===== src/rfsp_pkg.sv =====
`timescale 1ns / 1ps
// ----------------------------------------------------------------------------
// rfsp_pkg: shared types and constants of the frame slot pool
// Slot count, field widths, operation, status and format codes, register
// indexes and the command bundle from the controller to the datapath.
// ----------------------------------------------------------------------------
package rfsp_pkg;

	localparam int POOL_SLOTS = 16;
	localparam int IDX_W      = (POOL_SLOTS > 1) ? $clog2(POOL_SLOTS) : 1;
	localparam int CNT_W      = $clog2(POOL_SLOTS + 1);

	localparam int DIM_W  = 14;
	localparam int PAD_W  = DIM_W + 1;
	localparam int PROD_W = 2 * PAD_W;
	localparam int NEED_W = 31;
	localparam int REFS_W = 16;

	localparam logic [DIM_W-1:0]  DEFAULT_WIDTH_RST  = 14'd1920;
	localparam logic [DIM_W-1:0]  DEFAULT_HEIGHT_RST = 14'd1080;
	localparam logic [PAD_W-1:0]  PAD_MASK           = 15'd15;
	localparam logic [REFS_W-1:0] REFS_MAX           = '1;

	typedef enum logic [1:0] {
		MODE_ACQUIRE  = 2'd0,
		MODE_ADD_REF  = 2'd1,
		MODE_DROP_REF = 2'd2,
		MODE_RELEASE  = 2'd3
	} mode_t;

	typedef enum logic [2:0] {
		ST_OK         = 3'd0,
		ST_BAD_ARG    = 3'd1,
		ST_BAD_HANDLE = 3'd2,
		ST_EXHAUSTED  = 3'd3,
		ST_SATURATED  = 3'd4
	} status_t;

	typedef enum logic [1:0] {
		FMT_UNKNOWN  = 2'd0,
		FMT_ARGB32   = 2'd1,
		FMT_YUV420P  = 2'd2,
		FMT_PACKED32 = 2'd3
	} fmt_t;

	typedef enum logic {
		CFG_DEFAULT_WIDTH  = 1'b0,
		CFG_DEFAULT_HEIGHT = 1'b1
	} cfg_idx_t;

	typedef struct packed {
		logic capture;
		logic eval;
		logic commit;
	} rfsp_cmd_t;

endpackage


===== src/rfsp_if.sv =====
`timescale 1ns / 1ps
// ----------------------------------------------------------------------------
// rfsp_if: channel interfaces of the frame slot pool
// Request, response and register write channels, each valid/ready.
// ----------------------------------------------------------------------------
interface rfsp_req_if;
	logic        valid;
	logic        ready;
	logic [1:0]  mode;
	logic [3:0]  slot;
	logic [13:0] width;
	logic [13:0] height;
	logic [1:0]  format;

	modport source (output valid, mode, slot, width, height, format, input ready);
	modport sink   (input valid, mode, slot, width, height, format, output ready);
endinterface

interface rfsp_rsp_if;
	logic        valid;
	logic        ready;
	logic [2:0]  status;
	logic [3:0]  slot_taken;
	logic [15:0] refs_now;
	logic [1:0]  format_used;
	logic [29:0] buffer_bytes;
	logic        grow_buffer;
	logic [15:0] luma_stride;
	logic [13:0] chroma_stride;
	logic [28:0] u_offset;
	logic [28:0] v_offset;
	logic [4:0]  active_count;
	logic [4:0]  peak_count;

	modport source (output valid, status, slot_taken, refs_now, format_used, buffer_bytes,
		grow_buffer, luma_stride, chroma_stride, u_offset, v_offset, active_count,
		peak_count, input ready);
	modport sink   (input valid, status, slot_taken, refs_now, format_used, buffer_bytes,
		grow_buffer, luma_stride, chroma_stride, u_offset, v_offset, active_count,
		peak_count, output ready);
endinterface

interface rfsp_cfg_if;
	logic        valid;
	logic        ready;
	logic        index;
	logic [13:0] data;

	modport source (output valid, index, data, input ready);
	modport sink   (input valid, index, data, output ready);
endinterface


===== src/rfsp_ctrl.sv =====
`timescale 1ns / 1ps
// ----------------------------------------------------------------------------
// rfsp_ctrl: sequencer of the frame slot pool
// Steps one item through capture, evaluate and commit, and owns the valid
// flag of the response register.
// ----------------------------------------------------------------------------
module rfsp_ctrl import rfsp_pkg::*; (
	input  logic      clk,
	input  logic      arst_n,
	input  logic      req_valid,
	output logic      req_ready,
	input  logic      rsp_ready,
	output logic      rsp_valid,
	output rfsp_cmd_t cmd
);

	typedef enum logic [1:0] {
		S_IDLE,
		S_EVAL,
		S_COMMIT
	} state_t;

	state_t state_q;
	logic   out_valid_q;

	always_comb begin
		cmd.capture = (state_q == S_IDLE) && req_valid;
		cmd.eval    = (state_q == S_EVAL);
		// commit only when the response register is free or draining now
		cmd.commit  = (state_q == S_COMMIT) && (!out_valid_q || rsp_ready);
	end

	assign req_ready = (state_q == S_IDLE);
	assign rsp_valid = out_valid_q;

	always_ff @(posedge clk or negedge arst_n) begin
		if (!arst_n) begin
			state_q     <= S_IDLE;
			out_valid_q <= 1'b0;
		end else begin
			case (state_q)
				S_IDLE: begin
					if (req_valid)
						state_q <= S_EVAL;
				end
				S_EVAL: begin
					state_q <= S_COMMIT;
				end
				S_COMMIT: begin
					if (!out_valid_q || rsp_ready)
						state_q <= S_IDLE;
				end
				default: begin
					state_q <= S_IDLE;
				end
			endcase

			if (cmd.commit)
				out_valid_q <= 1'b1;
			else if (rsp_ready)
				out_valid_q <= 1'b0;
		end
	end

endmodule


===== src/rfsp_dp.sv =====
`timescale 1ns / 1ps
// ----------------------------------------------------------------------------
// rfsp_dp: datapath of the frame slot pool
// Holds the defaults, slot table and counters; finds the lowest free slot,
// runs the size multiply and applies one operation per commit.
// ----------------------------------------------------------------------------
module rfsp_dp import rfsp_pkg::*; (
	input  logic              clk,
	input  logic              arst_n,
	input  rfsp_cmd_t         cmd,
	input  logic              cfg_we,
	input  logic              cfg_index,
	input  logic [DIM_W-1:0]  cfg_data,
	input  logic [1:0]        in_mode,
	input  logic [3:0]        in_slot,
	input  logic [DIM_W-1:0]  in_width,
	input  logic [DIM_W-1:0]  in_height,
	input  logic [1:0]        in_format,
	output logic [2:0]        o_status,
	output logic [3:0]        o_slot_taken,
	output logic [REFS_W-1:0] o_refs_now,
	output logic [1:0]        o_format_used,
	output logic [29:0]       o_buffer_bytes,
	output logic              o_grow_buffer,
	output logic [15:0]       o_luma_stride,
	output logic [13:0]       o_chroma_stride,
	output logic [28:0]       o_u_offset,
	output logic [28:0]       o_v_offset,
	output logic [4:0]        o_active_count,
	output logic [4:0]        o_peak_count
);

	// configuration
	logic [DIM_W-1:0] dflt_w_q, dflt_h_q;

	// slot table and counters
	logic [POOL_SLOTS-1:0] busy_q;
	logic [REFS_W-1:0]     refs_q [POOL_SLOTS];
	logic [NEED_W-1:0]     bufsz_q [POOL_SLOTS];
	logic [CNT_W-1:0]      total_q, peak_q;

	// captured item
	mode_t            mode_q;
	logic [3:0]       slot_q;
	logic [DIM_W-1:0] w_q, h_q;
	fmt_t             fmt_q;

	// evaluate stage
	logic [PROD_W-1:0] prod_s1;
	logic [IDX_W-1:0]  found_s1;
	logic              any_free_s1;
	logic              valid_s1;
	logic [REFS_W-1:0] refs_s1;
	logic [NEED_W-1:0] bufsz_s1;

	// response register
	logic [2:0]        status_q;
	logic [3:0]        taken_q;
	logic [REFS_W-1:0] refs_out_q;
	logic [1:0]        fmt_out_q;
	logic [29:0]       bytes_q;
	logic              grow_q;
	logic [15:0]       lstride_q;
	logic [13:0]       cstride_q;
	logic [28:0]       uoff_q, voff_q;
	logic [CNT_W-1:0]  active_q, peak_out_q;

	logic              yuv;
	logic [PAD_W-1:0]  pw, ph, op_a, op_b;
	logic [IDX_W-1:0]  slot_idx, found, rd_idx, wr_idx;
	logic              any_free, slot_in_range;
	logic [NEED_W-1:0] need;
	logic [29:0]       voff_full;

	// commit decisions
	status_t           st;
	logic [3:0]        taken;
	logic [REFS_W-1:0] refs_o, refs_wd;
	logic              grow, do_acquire, do_free, refs_we;
	logic [CNT_W-1:0]  tot_nx, pk_nx;

	assign yuv           = (fmt_q == FMT_YUV420P);
	assign pw            = (PAD_W'(w_q) + PAD_MASK) & ~PAD_MASK;
	assign ph            = (PAD_W'(h_q) + PAD_MASK) & ~PAD_MASK;
	assign op_a          = yuv ? pw : PAD_W'(w_q);
	assign op_b          = yuv ? ph : PAD_W'(h_q);
	assign slot_in_range = (int'(slot_q) < POOL_SLOTS);
	assign slot_idx      = IDX_W'(slot_q);

	// lowest free slot
	always_comb begin
		found    = '0;
		any_free = 1'b0;
		for (int i = POOL_SLOTS - 1; i >= 0; i--) begin
			if (!busy_q[i]) begin
				found    = IDX_W'(i);
				any_free = 1'b1;
			end
		end
	end

	assign rd_idx = (mode_q == MODE_ACQUIRE) ? found : slot_idx;
	assign wr_idx = (mode_q == MODE_ACQUIRE) ? found_s1 : slot_idx;

	// plane sizes: for YUV420P each chroma plane is a quarter of the luma plane
	assign need      = yuv ? (NEED_W'(prod_s1) + NEED_W'(prod_s1 >> 1))
	                       : NEED_W'({prod_s1, 2'b00});
	assign voff_full = 30'(prod_s1) + 30'(prod_s1 >> 2);

	always_comb begin
		st         = ST_OK;
		taken      = slot_q;
		refs_o     = '0;
		grow       = 1'b0;
		do_acquire = 1'b0;
		do_free    = 1'b0;
		refs_we    = 1'b0;
		refs_wd    = '0;
		case (mode_q)
			MODE_ACQUIRE: begin
				if (!any_free_s1) begin
					st    = ST_EXHAUSTED;
					taken = '0;
				end else begin
					grow       = (bufsz_s1 == '0) || (bufsz_s1 < need);
					do_acquire = 1'b1;
					refs_we    = 1'b1;
					refs_wd    = REFS_W'(1);
					refs_o     = REFS_W'(1);
					taken      = 4'(found_s1);
				end
			end
			MODE_ADD_REF: begin
				if (!valid_s1) begin
					st = ST_BAD_HANDLE;
				end else if (refs_s1 == REFS_MAX) begin
					st     = ST_SATURATED;
					refs_o = REFS_MAX;
				end else begin
					refs_we = 1'b1;
					refs_wd = refs_s1 + REFS_W'(1);
					refs_o  = refs_wd;
				end
			end
			MODE_DROP_REF: begin
				if (!valid_s1 || refs_s1 == '0) begin
					st     = ST_BAD_HANDLE;
					refs_o = valid_s1 ? refs_s1 : '0;
				end else begin
					refs_we = 1'b1;
					refs_wd = refs_s1 - REFS_W'(1);
					refs_o  = refs_wd;
					do_free = (refs_wd == '0);
				end
			end
			MODE_RELEASE: begin
				if (!valid_s1) begin
					st = ST_BAD_ARG;
				end else begin
					do_free = 1'b1;
					refs_we = 1'b1;
					refs_wd = '0;
				end
			end
			default: begin
				st = ST_OK;
			end
		endcase

		tot_nx = total_q;
		if (do_acquire)
			tot_nx = total_q + CNT_W'(1);
		else if (do_free && total_q != '0)
			tot_nx = total_q - CNT_W'(1);
		pk_nx = (tot_nx > peak_q) ? tot_nx : peak_q;
	end

	// configuration registers
	always_ff @(posedge clk or negedge arst_n) begin
		if (!arst_n) begin
			dflt_w_q <= DEFAULT_WIDTH_RST;
			dflt_h_q <= DEFAULT_HEIGHT_RST;
		end else if (cfg_we) begin
			case (cfg_idx_t'(cfg_index))
				CFG_DEFAULT_WIDTH:  dflt_w_q <= cfg_data;
				CFG_DEFAULT_HEIGHT: dflt_h_q <= cfg_data;
				default:            dflt_w_q <= dflt_w_q;
			endcase
		end
	end

	// slot table
	always_ff @(posedge clk or negedge arst_n) begin
		if (!arst_n) begin
			busy_q  <= '0;
			total_q <= '0;
			peak_q  <= '0;
			for (int i = 0; i < POOL_SLOTS; i++) begin
				refs_q[i]  <= '0;
				bufsz_q[i] <= '0;
			end
		end else if (cmd.commit) begin
			total_q <= tot_nx;
			peak_q  <= pk_nx;
			if (do_acquire)
				busy_q[wr_idx] <= 1'b1;
			else if (do_free)
				busy_q[wr_idx] <= 1'b0;
			if (refs_we)
				refs_q[wr_idx] <= refs_wd;
			if (grow)
				bufsz_q[wr_idx] <= need;
		end
	end

	// item capture with defaulting, then the evaluate stage
	always_ff @(posedge clk) begin
		if (cmd.capture) begin
			mode_q <= mode_t'(in_mode);
			slot_q <= in_slot;
			w_q    <= (in_width != '0) ? in_width : dflt_w_q;
			h_q    <= (in_height != '0) ? in_height : dflt_h_q;
			fmt_q  <= (fmt_t'(in_format) == FMT_UNKNOWN) ? FMT_ARGB32 : fmt_t'(in_format);
		end
		if (cmd.eval) begin
			prod_s1     <= op_a * op_b;
			found_s1    <= found;
			any_free_s1 <= any_free;
			valid_s1    <= slot_in_range && busy_q[slot_idx];
			refs_s1     <= refs_q[rd_idx];
			bufsz_s1    <= bufsz_q[rd_idx];
		end
	end

	// response register
	always_ff @(posedge clk) begin
		if (cmd.commit) begin
			status_q   <= st;
			taken_q    <= taken;
			refs_out_q <= refs_o;
			active_q   <= tot_nx;
			peak_out_q <= pk_nx;
			grow_q     <= grow;
			if (do_acquire) begin
				fmt_out_q <= fmt_q;
				bytes_q   <= 30'(need);
				lstride_q <= yuv ? 16'(pw) : {w_q, 2'b00};
				cstride_q <= yuv ? 14'(pw >> 1) : '0;
				uoff_q    <= yuv ? 29'(prod_s1) : '0;
				voff_q    <= yuv ? 29'(voff_full) : '0;
			end else begin
				fmt_out_q <= FMT_ARGB32;
				bytes_q   <= '0;
				lstride_q <= '0;
				cstride_q <= '0;
				uoff_q    <= '0;
				voff_q    <= '0;
			end
		end
	end

	assign o_status        = status_q;
	assign o_slot_taken    = taken_q;
	assign o_refs_now      = refs_out_q;
	assign o_format_used   = fmt_out_q;
	assign o_buffer_bytes  = bytes_q;
	assign o_grow_buffer   = grow_q;
	assign o_luma_stride   = lstride_q;
	assign o_chroma_stride = cstride_q;
	assign o_u_offset      = uoff_q;
	assign o_v_offset      = voff_q;
	assign o_active_count  = 5'(active_q);
	assign o_peak_count    = 5'(peak_out_q);

endmodule


===== src/refcounted_frame_slot_pool_top.sv =====
`timescale 1ns / 1ps
// ----------------------------------------------------------------------------
// refcounted_frame_slot_pool_top: reference counted frame slot pool
// Acquire, add reference, drop reference and release on a pool of frame
// slots, with plane layout and buffer growth reporting.
// ----------------------------------------------------------------------------
// One request produces one response. An item is captured at its accepting
// edge, then evaluated (free-slot search and size multiply) and committed to
// the response register, which makes its response valid. A new request is
// taken only after the item before it is committed. The request channel is open
// again right after the commit, while the response still waits to be taken;
// a second response waits in the commit step until the first one is taken.
// Register writes are always accepted and must only be issued while no
// request is in flight.
module refcounted_frame_slot_pool_top import rfsp_pkg::*; (
	input  logic        clk,
	input  logic        arst_n,
	rfsp_req_if.sink    req,
	rfsp_rsp_if.source  rsp,
	rfsp_cfg_if.sink    cfg
);

	rfsp_cmd_t cmd;

	assign cfg.ready = 1'b1;

	rfsp_ctrl u_ctrl (
		.clk       (clk),
		.arst_n    (arst_n),
		.req_valid (req.valid),
		.req_ready (req.ready),
		.rsp_ready (rsp.ready),
		.rsp_valid (rsp.valid),
		.cmd       (cmd)
	);

	rfsp_dp u_dp (
		.clk             (clk),
		.arst_n          (arst_n),
		.cmd             (cmd),
		.cfg_we          (cfg.valid),
		.cfg_index       (cfg.index),
		.cfg_data        (cfg.data),
		.in_mode         (req.mode),
		.in_slot         (req.slot),
		.in_width        (req.width),
		.in_height       (req.height),
		.in_format       (req.format),
		.o_status        (rsp.status),
		.o_slot_taken    (rsp.slot_taken),
		.o_refs_now      (rsp.refs_now),
		.o_format_used   (rsp.format_used),
		.o_buffer_bytes  (rsp.buffer_bytes),
		.o_grow_buffer   (rsp.grow_buffer),
		.o_luma_stride   (rsp.luma_stride),
		.o_chroma_stride (rsp.chroma_stride),
		.o_u_offset      (rsp.u_offset),
		.o_v_offset      (rsp.v_offset),
		.o_active_count  (rsp.active_count),
		.o_peak_count    (rsp.peak_count)
	);

endmodule


===== src/flat_wrapper.sv =====
// flat-port wrapper written by rule: the top's interface ports become plain ports
module refcounted_frame_slot_pool_top_flat import rfsp_pkg::*;
  (clk, arst_n, req_valid, req_mode, req_slot, req_width, req_height, req_format, req_ready, rsp_valid, rsp_status, rsp_slot_taken, rsp_refs_now, rsp_format_used, rsp_buffer_bytes, rsp_grow_buffer, rsp_luma_stride, rsp_chroma_stride, rsp_u_offset, rsp_v_offset, rsp_active_count, rsp_peak_count, rsp_ready, cfg_valid, cfg_index, cfg_data, cfg_ready);
  rfsp_req_if req_i ();
  rfsp_rsp_if rsp_i ();
  rfsp_cfg_if cfg_i ();
  input  logic clk;
  input  logic arst_n;
  input wire logic [$bits(req_i.valid)-1:0] req_valid;
  input wire logic [$bits(req_i.mode)-1:0] req_mode;
  input wire logic [$bits(req_i.slot)-1:0] req_slot;
  input wire logic [$bits(req_i.width)-1:0] req_width;
  input wire logic [$bits(req_i.height)-1:0] req_height;
  input wire logic [$bits(req_i.format)-1:0] req_format;
  output wire logic [$bits(req_i.ready)-1:0] req_ready;
  output wire logic [$bits(rsp_i.valid)-1:0] rsp_valid;
  output wire logic [$bits(rsp_i.status)-1:0] rsp_status;
  output wire logic [$bits(rsp_i.slot_taken)-1:0] rsp_slot_taken;
  output wire logic [$bits(rsp_i.refs_now)-1:0] rsp_refs_now;
  output wire logic [$bits(rsp_i.format_used)-1:0] rsp_format_used;
  output wire logic [$bits(rsp_i.buffer_bytes)-1:0] rsp_buffer_bytes;
  output wire logic [$bits(rsp_i.grow_buffer)-1:0] rsp_grow_buffer;
  output wire logic [$bits(rsp_i.luma_stride)-1:0] rsp_luma_stride;
  output wire logic [$bits(rsp_i.chroma_stride)-1:0] rsp_chroma_stride;
  output wire logic [$bits(rsp_i.u_offset)-1:0] rsp_u_offset;
  output wire logic [$bits(rsp_i.v_offset)-1:0] rsp_v_offset;
  output wire logic [$bits(rsp_i.active_count)-1:0] rsp_active_count;
  output wire logic [$bits(rsp_i.peak_count)-1:0] rsp_peak_count;
  input wire logic [$bits(rsp_i.ready)-1:0] rsp_ready;
  input wire logic [$bits(cfg_i.valid)-1:0] cfg_valid;
  input wire logic [$bits(cfg_i.index)-1:0] cfg_index;
  input wire logic [$bits(cfg_i.data)-1:0] cfg_data;
  output wire logic [$bits(cfg_i.ready)-1:0] cfg_ready;
  assign req_i.valid = req_valid;
  assign req_i.mode = req_mode;
  assign req_i.slot = req_slot;
  assign req_i.width = req_width;
  assign req_i.height = req_height;
  assign req_i.format = req_format;
  assign req_ready = req_i.ready;
  assign rsp_valid = rsp_i.valid;
  assign rsp_status = rsp_i.status;
  assign rsp_slot_taken = rsp_i.slot_taken;
  assign rsp_refs_now = rsp_i.refs_now;
  assign rsp_format_used = rsp_i.format_used;
  assign rsp_buffer_bytes = rsp_i.buffer_bytes;
  assign rsp_grow_buffer = rsp_i.grow_buffer;
  assign rsp_luma_stride = rsp_i.luma_stride;
  assign rsp_chroma_stride = rsp_i.chroma_stride;
  assign rsp_u_offset = rsp_i.u_offset;
  assign rsp_v_offset = rsp_i.v_offset;
  assign rsp_active_count = rsp_i.active_count;
  assign rsp_peak_count = rsp_i.peak_count;
  assign rsp_i.ready = rsp_ready;
  assign cfg_i.valid = cfg_valid;
  assign cfg_i.index = cfg_index;
  assign cfg_i.data = cfg_data;
  assign cfg_ready = cfg_i.ready;
  refcounted_frame_slot_pool_top u_core (.clk(clk), .arst_n(arst_n), .req(req_i), .rsp(rsp_i), .cfg(cfg_i));
endmodule

===== config.mk =====
export PLATFORM = sky130hd
export DESIGN_NAME = refcounted_frame_slot_pool_top_flat
export DESIGN_NICKNAME = d
export VERILOG_FILES = /design/src/rfsp_pkg.sv /design/src/rfsp_if.sv /design/src/rfsp_ctrl.sv /design/src/rfsp_dp.sv /design/src/refcounted_frame_slot_pool_top.sv /design/src/flat_wrapper.sv
export SDC_FILE = /design/constraint.sdc
export NUM_CORES = 2
export LEC_CHECK = 0
export BUFFER_PORTS_ARGS = -buffer_cell sky130_fd_sc_hd__buf_2
export CAP_MARGIN = 0
export CORE_MARGIN = 2
export CORE_UTILIZATION = 32
export CTS_CLUSTER_SIZE = 14
export DETAILED_ROUTE_END_ITERATION = 10
export RECOVER_POWER = 100
export SYNTH_ARGS = -nofsm -noshare
export SYNTH_HDL_FRONTEND = slang
export SYNTH_HIERARCHICAL = 1
export SYNTH_SLANG_ARGS = --single-unit
export TNS_END_PERCENT = 50

===== constraint.sdc =====
create_clock -name clk -period 25.4 [get_ports clk]
set_input_delay 1.27 -clock clk [delete_from_list [all_inputs] [get_ports clk]]
set_output_delay 1.27 -clock clk [all_outputs]
set_load 0.05 [all_outputs]

==> reports/metrics.cfg <==
[floorplanning]
io_pins=213
initial_core_util_pct=32.1
core_mm2=0.187
die_height_um=438
die_area_mm2=0.192
placementRows=159
die_w_um=438

[synth]
synth-edff-count=268
synth_area_per_cell_um2=11.3
synth-seq-area-share_pct=47.0
ys_async_sr_fraction_pct=75.1
synth_compound_area_share_pct=8.24
ys_types=98
synth_top_family_by_area=multiplexers
synth-adder-area-share_pct=9.63
postSynthCellCount=5344
yosys.area_share.simple_pct=9.16
yosysWarnings=6
syn_area_mm2=0.0602
synth_seq_cells=1077
synth_xor_xnor_area_share_pct=1.63
synthFlopType=dfrtp_1
synthMuxAreaShare_pct=19.8

[timing]
skew_ps=81.6
slew_headroom_pct=-547
timing.fmax_ghz=0.0725
final.setup.tns_ps=0
drv_slew=2595
grt_setup_unrepaired=no
worstMarginPinSlew_ps=9700
finalSetupViolCount=0
fin_crit_sh_pct=54.3
hold_viol=0
min_period_ps=13780

[route]
wire_per_inst_um=20.7
first_pass_iters=5
ant_nets=0
vias=40600
drt_iter0_markers=2888
drc=0
vias_per_cell=5.06
wl_mm=167

[power_and_ir_drop]
peakVddDrop_v=0.000189
p_total_mw=8.60
p_per_area_mw_per_mm2=128
leakagePower_nw=30.3

[worst_hold_path]
worstHoldStart=u_core/u_dp/refs_q[129]
hold_path_class=flop to flop

[setup_path]
arrival_ps=13740
critPathKind=primary input to asynchronous set/reset pin
cp_max_fo=111
path_cells=clkbuf_1, clkbuf_1, clkbuf_1, clkbuf_1
crit_slowest_cell=clkbuf_1
r2r_slack_ps=12400
critPathLaunch=arst_n
crit_family=buffers and inverters
crit_cells=4
endpoint=u_core/u_dp/bufsz_q[63]
setup.worst_path.start_class=primary input
path_buf_inv=4
reg2regPathDepth=15
required_ps=25360
endpoint_kind=asynchronous set/reset pin
r2r_start=u_core/u_dp/fmt_q[0]
regToRegEndpoint=u_core/u_dp/bufsz_q[301]
critPathMostFrequentCell=clkbuf_1
max_stage_delay_ps=4270

[status]
violations=capacitance limit, slew limit
status=finished, violations left

[place]
gp_congestion=0.895
dp_cells=7807
io_buffers=206
hpwlAfterDp_mm=107

[layout]
synthToLayoutAreaGrowth_pct=11.2
stdcell_count=8031
finalNetCount=5851
regArea_mm2=0.0283
n_fill_cell=18700
drive_gt1_share_pct=13.2
multiInputGateArea_mm2=0.0292

[global_route]
antenna_found_initial=5
grt-ovfl-total=0
grt_pass1_vias=41400
grt_pass1_wl_mm=255
grt.total_usage_pct=17.2
grt_max_degree=126

[cts]
post-cts-setup-buffers=0
numCtsBuffers=119
root_buffer=clkbuf_16
post_cts_resized=0
htreeDepth=3
clock-sinks=1077
cts_tree=yes
clk_pin_slew_ps=60
cts_buffer_depth=3
holdBufCountCts=0
worstSkewPairLatency_ps=790

[flow_run]
drv_cap=60

## worst min-delay path by stage
stage,depth (start not counted),to
finish,2,u_core/u_dp/refs_q[129]
global route,2,u_core/u_dp/refs_q[116]
global placement,2,u_core/u_dp/refs_q[175]
detailed placement,2,u_core/u_dp/refs_q[207]
floorplan,2,u_core/u_dp/refs_q[15]
CTS,2,u_core/u_dp/refs_q[207]
## metrics by stage
step	hold slack, ps	setup slack [ps]	instance area [um2]	utilization (%)
after floorplan	448	14710	60300	-
after global placement	458	16190	63700	34.0
after detailed placement	467	16030	63700	34.0
after CTS	481	16050	67600	36.1
after global routing	499	8960	67000	35.7
final	475	11620	67000	35.7
## where the power goes
group | internal (mW) | switching, mW
Combinational | 1.73 | 2.67
Sequential | 2.23 | 0.225
Clock | 1.01 | 0.740
## synth_stat cells (all sizes together), types with 21 or more instances
| cell type | number | share of area, % |
|---|---|---|
| a21oi | 95 | 0.81 |
| a31oi | 23 | 0.27 |
| and3 | 104 | 1.1 |
| nor3 | 50 | 0.48 |
| xnor2 | 65 | 0.96 |
| o21a | 21 | 0.26 |
| dfrtp | 801 | 33 |
| mux2 | 418 | 7.8 |
| o21ai | 492 | 4.2 |
| buf | 186 | 1.8 |
| nand3 | 46 | 0.42 |
| a211oi | 25 | 0.32 |
| inv | 295 | 1.8 |
| ha | 193 | 4.0 |
| nor2 | 197 | 1.2 |
| edfxtp | 268 | 13 |
| nand2 | 633 | 4.0 |
| nand4 | 28 | 0.29 |
| xor2 | 46 | 0.67 |
| clkbuf | 145 | 0.92 |
| and2 | 36 | 0.37 |
| a21o | 61 | 0.76 |
| fa | 169 | 5.6 |
| mux2i | 709 | 12 |
| nor2b | 21 | 0.22 |
## layout make-up
| class | count | area share (%) |
|---|---|---|
| sequential | 1077 | 42.3 |
| inverter | 295 | 1.65 |
| clock inverter | 52 | 0.835 |
| timing repair buffer | 288 | 1.89 |
| tap | 2495 | 4.66 |
| antenna | 1 | 0.00374 |
| clock buffer | 171 | 5.10 |
| multi-input combinational | 3652 | 43.6 |
## worst reg2reg max path: cells and delay by family, from the launching register on
| kind | cells | cell delay, ps |
|---|---|---|
| buffers and inverters | 4 | 6310 |
| muxes | 1 | 550 |
| AOI/OAI and AO/OA | 5 | 3000 |
| adders and majority gates | 1 | 290 |
| and+or+nand+nor | 4 | 2240 |
| DFF | 1 | 410 |
## routing by layer
layer / track usage [%] / up-vias / part of all wire [%]
li1: - / 18800 / -
met1: 24.1 / 20600 / 47
met2: 27.6 / 911 / 46
met3: 2.34 / 218 / 4.4
met4: 4.78 / 4 / 2.5
met5: 0 / - / 0.011
## layout by cell type, fill, tap and decap left out, types with 50 or more instances in the layout
master     instances
and3_1           104
fa_1             169
ha_1             193
buf_2             50
edfxtp_1         268
mux2i_1          709
a21oi_1           92
clkbuf_16        120
xnor2_1           63
nand2_1          633
dfrtp_1          801
nor2_1           191
a21o_1            61
o21ai_0          468
mux2_2           415
clkbuf_1         245
inv_1            294
## sequential cells by signal (all words and copies together), names as in the netlist, 5 cells and up, named ones only
signal                       count
u_core/u_dp/bufsz_q            496
u_core/u_dp/o_v_offset          29
u_core/u_dp/w_q                 14
u_core/u_dp/o_luma_stride       14
u_core/u_dp/refs_q             256
u_core/u_dp/o_buffer_bytes      30
u_core/u_dp/dflt_h_q            14
u_core/u_dp/o_refs_now          16
u_core/u_dp/total_q              5
u_core/u_dp/prod_s1             30
u_core/u_dp/o_chroma_stride     11
u_core/u_dp/o_u_offset          29
u_core/u_dp/refs_s1             16
u_core/u_dp/h_q                 14
u_core/u_dp/bufsz_s1            31
u_core/u_dp/dflt_w_q            14
u_core/u_dp/peak_q               5
u_core/u_dp/o_active_count       5
u_core/u_dp/o_peak_count         5
## cell families after synthesis
| kind of cell | Yosys count |
|---|---|
| other | 3 |
| AND/OR/NAND/NOR | 1207 |
| buffers and inverters | 626 |
| XOR/XNOR | 111 |
| multiplexers | 1132 |
| flip-flops | 1077 |
| AO/OA/AOI/OAI | 826 |
| adder cells (fa/ha/maj) | 362 |
Note: power is estimated with default switching activity, not from simulation.
